File: src/rtl/vsb_pkg.sv
// Shared constants for the vehicle state battery smoother.
`timescale 1ns / 1ps
`default_nettype none

package vsb_pkg;

    // Depth of the battery history.
    localparam int HIST_DEPTH = 8;

    // Widths that follow from the history depth.
    localparam int PTR_W  = (HIST_DEPTH > 1) ? $clog2(HIST_DEPTH) : 1;
    localparam int CNT_W  = $clog2(HIST_DEPTH + 1);
    localparam int BATT_W = 8;
    localparam int SUM_W  = BATT_W + $clog2(HIST_DEPTH);
    localparam int STEP_W = (SUM_W > 1) ? $clog2(SUM_W) : 1;

    // Field widths.
    localparam int GEAR_W  = 3;
    localparam int SPEED_W = 16;
    localparam int DB_W    = 8;

    // Stream packing.
    localparam int TDATA_W  = 32;
    localparam int S_USER_W = 1;
    localparam int M_USER_W = 3;

    // Reset values and codes.
    localparam logic [DB_W-1:0]   DEADBAND_RESET = DB_W'(2);
    localparam logic [GEAR_W-1:0] GEAR_P         = GEAR_W'(0);
    localparam logic              ACT_STATE      = 1'b0;
    localparam logic              ACT_GEAR       = 1'b1;

endpackage

`default_nettype wire

File: src/rtl/vsb_ram.sv
// Generic single-port-write, single-port-read RAM with a registered read.
`timescale 1ns / 1ps
`default_nettype none

module vsb_ram #(
    parameter int WIDTH = 8,
    parameter int DEPTH = 8
) (
    input  wire logic                                   clk,
    input  wire logic                                   wr_en,
    input  wire logic [((DEPTH > 1) ? $clog2(DEPTH) : 1)-1:0] wr_addr,
    input  wire logic [WIDTH-1:0]                       wr_data,
    input  wire logic                                   rd_en,
    input  wire logic [((DEPTH > 1) ? $clog2(DEPTH) : 1)-1:0] rd_addr,
    output logic      [WIDTH-1:0]                       rd_data
);

    logic [WIDTH-1:0] mem [DEPTH];

    always_ff @(posedge clk)
    begin
        if (wr_en)
        begin
            mem[wr_addr] <= wr_data;
        end
        if (rd_en)
        begin
            rd_data <= mem[rd_addr];
        end
    end

endmodule

`default_nettype wire

File: src/rtl/vehicle_state_battery_smoother.sv
// Top level of the vehicle state holder with a smoothed battery level.
//
// Requests enter on the s_ stream: s_tuser carries the action (0 = full vehicle
// state, 1 = gear change only), s_tdata carries gear, speed and raw battery. One
// result leaves on the m_ stream for every request: the current gear, speed and
// displayed battery level, with three changed flags in m_tuser. The user writes
// the deadband register through cfg_we / cfg_wdata only while idle (not enforced).
//
// A request that does not touch the battery history goes from acceptance
// straight to ST_DONE, which loads its result. A request whose raw battery
// differs from the shown level reads one history entry on acceptance and
// rewrites it in ST_READ, then runs a restoring divider of the running sum
// by the fill count, one quotient bit a cycle over the SUM_W = 11 bits, then
// checks the deadband in ST_EVAL and loads the result in ST_DONE. The next
// request is accepted once the previous one has moved into the output
// register, even if the receiver has not taken that result yet.
//
// Reset clears gear (to P), speed, shown level, fill count, pointer and the
// running sum, and sets the deadband to 2. History entries are only ever used
// once written, so the memory needs no clearing pass. While m_tready is low a
// finished result waits in the output register and the next stalls in ST_DONE.
`timescale 1ns / 1ps
`default_nettype none

module vehicle_state_battery_smoother (
    input  wire logic                          clk,
    input  wire logic                          rst_n,
    // Request stream.
    input  wire logic                          s_tvalid,
    output logic                               s_tready,
    // s_tdata, from bit 0: gear_code[2:0], speed_in[18:3], battery_raw[26:19], zeros
    input  wire logic [vsb_pkg::TDATA_W-1:0]   s_tdata,
    // s_tuser: action[0]
    input  wire logic [vsb_pkg::S_USER_W-1:0]  s_tuser,
    // Result stream.
    output logic                               m_tvalid,
    input  wire logic                          m_tready,
    // m_tdata, from bit 0: gear_out[2:0], speed_out[18:3], battery_level[26:19], zeros
    output logic      [vsb_pkg::TDATA_W-1:0]   m_tdata,
    // m_tuser, from bit 0: gear_changed, speed_changed, battery_changed
    output logic      [vsb_pkg::M_USER_W-1:0]  m_tuser,
    // Deadband register write.
    input  wire logic                          cfg_we,
    input  wire logic [vsb_pkg::DB_W-1:0]      cfg_wdata
);

    localparam int GW  = vsb_pkg::GEAR_W;
    localparam int SW  = vsb_pkg::SPEED_W;
    localparam int BW  = vsb_pkg::BATT_W;
    localparam int PW  = vsb_pkg::PTR_W;
    localparam int CW  = vsb_pkg::CNT_W;
    localparam int UW  = vsb_pkg::SUM_W;
    localparam int TW  = vsb_pkg::STEP_W;

    typedef enum logic [2:0] {
        ST_IDLE,
        ST_READ,
        ST_DIV,
        ST_EVAL,
        ST_DONE
    } state_t;

    state_t              state_reg, state_next;
    logic [GW-1:0]       gear_reg, gear_next;
    logic [SW-1:0]       speed_reg, speed_next;
    logic [BW-1:0]       shown_reg, shown_next;
    logic [vsb_pkg::DB_W-1:0] deadband_reg, deadband_next;
    logic [PW-1:0]       wp_reg, wp_next;
    logic [CW-1:0]       fill_reg, fill_next;
    logic [UW-1:0]       sum_reg, sum_next;
    logic [BW-1:0]       raw_reg, raw_next;
    logic [UW-1:0]       quo_reg, quo_next;
    logic [CW-1:0]       rem_reg, rem_next;
    logic [TW-1:0]       step_reg, step_next;
    logic                g_chg_reg, g_chg_next;
    logic                s_chg_reg, s_chg_next;
    logic                b_chg_reg, b_chg_next;
    logic                m_valid_reg, m_valid_next;
    logic [vsb_pkg::TDATA_W-1:0]  m_data_reg, m_data_next;
    logic [vsb_pkg::M_USER_W-1:0] m_user_reg, m_user_next;

    // Request fields.
    logic          in_action;
    logic [GW-1:0] in_gear;
    logic [SW-1:0] in_speed;
    logic [BW-1:0] in_raw;
    logic          s_accept;

    // History memory port.
    logic          ram_wr_en;
    logic          ram_rd_en;
    logic [BW-1:0] ram_rd_data;

    // Datapath helpers.
    logic          hist_full;
    logic [BW-1:0] old_entry;
    logic [UW-1:0] sum_upd;
    logic [CW:0]   trial;
    logic [CW:0]   trial_sub;
    logic [BW-1:0] avg;
    logic [BW-1:0] diff;

    assign in_action = s_tuser[0];
    assign in_gear   = s_tdata[GW-1:0];
    assign in_speed  = s_tdata[GW+SW-1:GW];
    assign in_raw    = s_tdata[GW+SW+BW-1:GW+SW];

    assign s_tready = (state_reg == ST_IDLE);
    assign s_accept = s_tvalid && s_tready;

    assign m_tvalid = m_valid_reg;
    assign m_tdata  = m_data_reg;
    assign m_tuser  = m_user_reg;

    // The entry at the write pointer is read on acceptance and rewritten in the
    // next cycle (ST_READ), so the read and the write never meet on the same cycle.
    assign ram_rd_en = s_accept;

    vsb_ram #(
        .WIDTH (BW),
        .DEPTH (vsb_pkg::HIST_DEPTH)
    ) u_hist (
        .clk     (clk),
        .wr_en   (ram_wr_en),
        .wr_addr (wp_reg),
        .wr_data (raw_reg),
        .rd_en   (ram_rd_en),
        .rd_addr (wp_reg),
        .rd_data (ram_rd_data)
    );

    // Once the history is full every entry is part of the running sum, so the
    // entry being replaced has to come out of it first.
    assign hist_full = (fill_reg == CW'(vsb_pkg::HIST_DEPTH));
    assign old_entry = hist_full ? ram_rd_data : '0;
    assign sum_upd   = sum_reg - UW'(old_entry) + UW'(raw_reg);

    // One restoring division step: bring down the next dividend bit.
    assign trial     = {rem_reg, quo_reg[UW-1]};
    assign trial_sub = trial - {1'b0, fill_reg};

    // The average of 8-bit values always fits in 8 bits.
    assign avg  = quo_reg[BW-1:0];
    assign diff = (avg >= shown_reg) ? (avg - shown_reg) : (shown_reg - avg);

    always_comb
    begin
        state_next    = state_reg;
        gear_next     = gear_reg;
        speed_next    = speed_reg;
        shown_next    = shown_reg;
        deadband_next = deadband_reg;
        wp_next       = wp_reg;
        fill_next     = fill_reg;
        sum_next      = sum_reg;
        raw_next      = raw_reg;
        quo_next      = quo_reg;
        rem_next      = rem_reg;
        step_next     = step_reg;
        g_chg_next    = g_chg_reg;
        s_chg_next    = s_chg_reg;
        b_chg_next    = b_chg_reg;
        m_valid_next  = m_valid_reg && !m_tready;
        m_data_next   = m_data_reg;
        m_user_next   = m_user_reg;
        ram_wr_en     = 1'b0;

        if (cfg_we)
        begin
            deadband_next = cfg_wdata;
        end

        unique case (state_reg)
            ST_IDLE:
            begin
                if (s_accept)
                begin
                    g_chg_next = (gear_reg != in_gear);
                    gear_next  = in_gear;
                    s_chg_next = 1'b0;
                    b_chg_next = 1'b0;
                    raw_next   = in_raw;
                    state_next = ST_DONE;
                    if (in_action == vsb_pkg::ACT_STATE)
                    begin
                        s_chg_next = (speed_reg != in_speed);
                        speed_next = in_speed;
                        if (shown_reg != in_raw)
                        begin
                            b_chg_next = 1'b1;
                            state_next = ST_READ;
                        end
                    end
                end
            end

            ST_READ:
            begin
                // Replace the entry at the pointer and update the sum.
                ram_wr_en = 1'b1;
                sum_next  = sum_upd;
                quo_next  = sum_upd;
                rem_next  = '0;
                step_next = '0;
                if (wp_reg == PW'(vsb_pkg::HIST_DEPTH - 1))
                begin
                    wp_next = '0;
                end
                else
                begin
                    wp_next = wp_reg + PW'(1);
                end
                if (!hist_full)
                begin
                    fill_next = fill_reg + CW'(1);
                end
                state_next = ST_DIV;
            end

            ST_DIV:
            begin
                if (!trial_sub[CW])
                begin
                    rem_next = trial_sub[CW-1:0];
                    quo_next = {quo_reg[UW-2:0], 1'b1};
                end
                else
                begin
                    rem_next = trial[CW-1:0];
                    quo_next = {quo_reg[UW-2:0], 1'b0};
                end
                step_next = step_reg + TW'(1);
                if (step_reg == TW'(UW - 1))
                begin
                    state_next = ST_EVAL;
                end
            end

            ST_EVAL:
            begin
                // The deadband only applies once the history is full.
                if (!(hist_full && (diff < deadband_reg)))
                begin
                    shown_next = avg;
                end
                state_next = ST_DONE;
            end

            ST_DONE:
            begin
                if (!m_valid_reg || m_tready)
                begin
                    m_valid_next = 1'b1;
                    m_data_next  = vsb_pkg::TDATA_W'({shown_reg, speed_reg, gear_reg});
                    m_user_next  = {b_chg_reg, s_chg_reg, g_chg_reg};
                    state_next   = ST_IDLE;
                end
            end

            default:
            begin
                state_next = ST_IDLE;
            end
        endcase
    end

    always_ff @(posedge clk or negedge rst_n)
    begin
        if (!rst_n)
        begin
            state_reg    <= ST_IDLE;
            gear_reg     <= vsb_pkg::GEAR_P;
            speed_reg    <= '0;
            shown_reg    <= '0;
            deadband_reg <= vsb_pkg::DEADBAND_RESET;
            wp_reg       <= '0;
            fill_reg     <= '0;
            sum_reg      <= '0;
            m_valid_reg  <= 1'b0;
        end
        else
        begin
            state_reg    <= state_next;
            gear_reg     <= gear_next;
            speed_reg    <= speed_next;
            shown_reg    <= shown_next;
            deadband_reg <= deadband_next;
            wp_reg       <= wp_next;
            fill_reg     <= fill_next;
            sum_reg      <= sum_next;
            m_valid_reg  <= m_valid_next;
        end
    end

    // Payload registers carry no reset.
    always_ff @(posedge clk)
    begin
        raw_reg    <= raw_next;
        quo_reg    <= quo_next;
        rem_reg    <= rem_next;
        step_reg   <= step_next;
        g_chg_reg  <= g_chg_next;
        s_chg_reg  <= s_chg_next;
        b_chg_reg  <= b_chg_next;
        m_data_reg <= m_data_next;
        m_user_reg <= m_user_next;
    end

endmodule

`default_nettype wire
File: config.mk
export PLATFORM = sky130hd
export DESIGN_NAME = vehicle_state_battery_smoother
export DESIGN_NICKNAME = d
export VERILOG_FILES = /design/src/rtl/vsb_pkg.sv /design/src/rtl/vsb_ram.sv /design/src/rtl/vehicle_state_battery_smoother.sv
export SDC_FILE = /design/constraint.sdc
export NUM_CORES = 1
export LEC_CHECK = 0
export ABC_AREA = 1
export BUFFER_PORTS_ARGS = -buffer_cell sky130_fd_sc_hd__buf_4
export CORE_UTILIZATION = 50
export DETAILED_ROUTE_END_ITERATION = 8
export GPL_TIMING_DRIVEN = 0
export HOLD_SLACK_MARGIN = 0.15
export PLACE_DENSITY = 0.71
export SLEW_MARGIN = 20
export SYNTH_ARGS = -nofsm -noshare
export SYNTH_HDL_FRONTEND = slang
export SYNTH_SLANG_ARGS = --single-unit
File: constraint.sdc
create_clock -name clk -period 3.2 [get_ports clk]
set_clock_uncertainty 0.15 [all_clocks]
set_input_delay 0.16 -clock clk [delete_from_list [all_inputs] [get_ports clk]]
set_output_delay 0.16 -clock clk [all_outputs]
set_load 0.005 [all_outputs]
==> summary.txt <==
htree depth - 4
Total GRT Usage - 0.237
max-slew violations - 0
setup TNS - -0.113 ns
Mapped Area - 0.00932 mm²
Final WS setup - -0.0307 ns
Layout Area Growth over Synthesis - 28.3%
first-pass GRT wire length - 35.2 mm
leak pwr - 5.25 nW
largest net degree at the start of global routing - 58
Via Count - 6916
IO Pins - 83
Primary FF master, synth - edfxtp_1
Worst Tran Pin Value - 0.814 ns
CTS tree - yes
crit path max fanout - 6
final instance area - 0.0120 mm²
Avg Inst Size Synth - 10.4 µm²
clock root cell - clkbuf_16
Remaining Overflow, GRT - 0
Vias/cell - 5.24
cell count after synthesis - 899
Die Wd - 139 µm
WL/cell - 17.0 µm
number of diodes - 0
most frequent cell after synthesis - nand2_1
Comb power frac - 0.505
Flop pwr share - 0.318
Final Critical Period - 3.23 ns
initial antenna violation count - 0
Core Box Area - 0.0181 mm²
clock share of power - 0.178
WHS - 0.190 ns
CP Class - register to register
EDFF count, synth - 132
post-detail-place hpwl - 14.2 mm
Yosys Warn Count - 0
pwr dens - 1090 mW/mm²
CTS buffer count - 17
max reg flops - 64
peak supply drop - 0.957 mV
Synth area leader - edfxtp_1
Final Hold Vio Count - 0
internal power - 7.52 mW
clock latency on the worst-skew pair - 0.44 ns
top cells by count, synth - 205 x nand2_1, 152 x inv_1, 132 x edfxtp_1
DR iter-0 viols - 411
GPL Wtd Cong - 0.884
initial core utilization - 0.515
Peak Freq - 310 MHz
CTS clk-pin slew, worst paths - 0.07 ns
Hold Path Class - input pin to asynchronous set/reset pin
CP Launch Type - register
Sw Share - 0.420
FFs w/ async S/R, synth - 0.302
NetSw - 5.45 mW
FF+latch count, synth - 189
Routed Antenna Nets - 0
sequential share of the synthesized area - 0.579
Critical Path End Type - register
die height - 139 µm
nets@finish - 1177
critical path data required time - 3.37 ns
share of post-route cells with drive strength above 1 - 0.195
Max Cap Viol - 0
vias in the first global route - 7099
RSZ-0062 raised after global routing - yes
final setup fails - 7
drt first pass iters - 7
CP arrival - 3.40 ns
largest cells by area after synthesis - edfxtp_1 43%, dfrtp_1 15%, nand2_1 8.3%
failing checks - design-rule violations, negative setup slack
relative slew slack - 0.457
DRC - 2
Yosys top cell area share - 0.425
total power - 13.0 mW
Die ar. - 0.0192 mm²
CTS Buffer Depth - 2
synth unique cells - 44
DP Area - 0.0102 mm²
Routed WL - 22.4 mm
status - finished, violations left
Cell Rows - 49
clock sink total - 189
port bufs - 72
period utilization - 1.01
[layer usage]
| layer | track usage | wire (µm) | part of all wire | up-vias |
|---|---|---|---|---|
| met5 | 0 | 0 | 0 | - |
| li1 | - | - | - | 3307 |
| met2 | 0.407 | 11200 | 0.50 | 200 |
| met4 | 0.0775 | 332 | 0.015 | 0 |
| met1 | 0.301 | 9630 | 0.43 | 3381 |
| met3 | 0.0502 | 1220 | 0.055 | 28 |
[critical path, cell delays in order (launching register included)]
cell and delay, ns:
edfxtp_1 0.48, inv_2 0.12, ha_4 0.15, inv_4 0.03, fa_2 0.41, nand3_2 0.10
nand3_4 0.10, o21ai_4 0.17, nand2_4 0.11, inv_6 0.10, nand2_2 0.05, nand2_2 0.07
inv_2 0.04, ha_4 0.27, nand2_2 0.06, o21ai_2 0.16, nand2_1 0.08, nand2_2 0.10
nand2_4 0.09, buf_6 0.17, nand2_2 0.06, o21ai_2 0.05
[per-stage QoR]
stage	util	worst slack (ns)	cells
6_report	0.661	-0.0307	1319
3_3_place_gp	0.562	-0.788	1204
5_1_grt	0.661	-0.211	1319
3_5_place_dp	0.565	-0.494	1206
4_1_cts	0.644	0.00631	1313
2_1_floorplan	-	0.131	903
[cells in the final DEF (no fill, tap or decap), types with 30 or more instances in the layout]
| master | netlist | routed |
|---|---|---|
| dlygate4sd3_1 | 0 | 69 |
| dfrtp_1 | 56 | 52 |
| edfxtp_1 | 132 | 132 |
| inv_1 | 152 | 144 |
| a21oi_1 | 36 | 30 |
| nor2_1 | 40 | 39 |
| nand3_1 | 36 | 32 |
| nand2_1 | 205 | 193 |
| buf_4 | 6 | 84 |
| o21ai_0 | 59 | 44 |
| ha_1 | 43 | 35 |
[cell families (layout without fill, tap and decap cells)]
| kind of cell | Yosys count | count (layout) | share of synthesized area |
|---|---|---|---|
| buffers and inverters | 173 | 359 | 0.0737 |
| flip-flops | 189 | 189 | 0.579 |
| multiplexers | 13 | 13 | 0.0165 |
| AND/OR/NAND/NOR | 311 | 312 | 0.141 |
| XOR/XNOR | 41 | 41 | 0.0385 |
| adder cells (fa/ha/maj) | 54 | 54 | 0.0814 |
| other | 1 | 5 | 0.000403 |
| AO/OA/AOI/OAI | 117 | 117 | 0.0694 |
[area by class of cell]
cell class                 instances  area, µm²
clock buffer                      18        429
timing repair buffer             154       1370
clock inverter                    14        218
tap                              229        287
multi-input combinational        542       3550
fill                            1278       6130
inverter                         155        592
sequential                       189       5400
buffer                            18        109
[worst paths after layout]
path,from,to,slack (ns),depth (start not counted)
worst max-delay path,quo_reg[0],shown_reg[1],-0.03,21
max in group asynchronous,rst_n,shown_reg[1],2.11,2
worst min-delay path,rst_n,fill_reg[3],0.19,2
worst max register to register,quo_reg[0],shown_reg[1],-0.03,21
worst min register to register,s_chg_reg,m_tuser[1],0.28,0
min in group clk,s_chg_reg,m_tuser[1],0.28,0
[power by group through the flow]
stage | Clock, mW | Combinational (mW) | Sequential [mW]
after floorplan | 0 | 3.90 | 3.95
final | 2.30 | 6.55 | 4.12
after global routing | 2.40 | 7.35 | 4.20
after global placement | 0 | 5.07 | 4.10
after detailed placement | 0 | 5.21 | 4.11
after CTS | 2.32 | 5.67 | 4.08
[what timing repair did]
action,in CTS,in global routing
resized for setup,21,73
setup buffers,5,5
pin swaps,3,17
hold endpoints to repair,119,0
endpoints found under the setup margin,17,19
hold buffers,69,0
cloned,1,1
(Power assumes the default switching activity.)
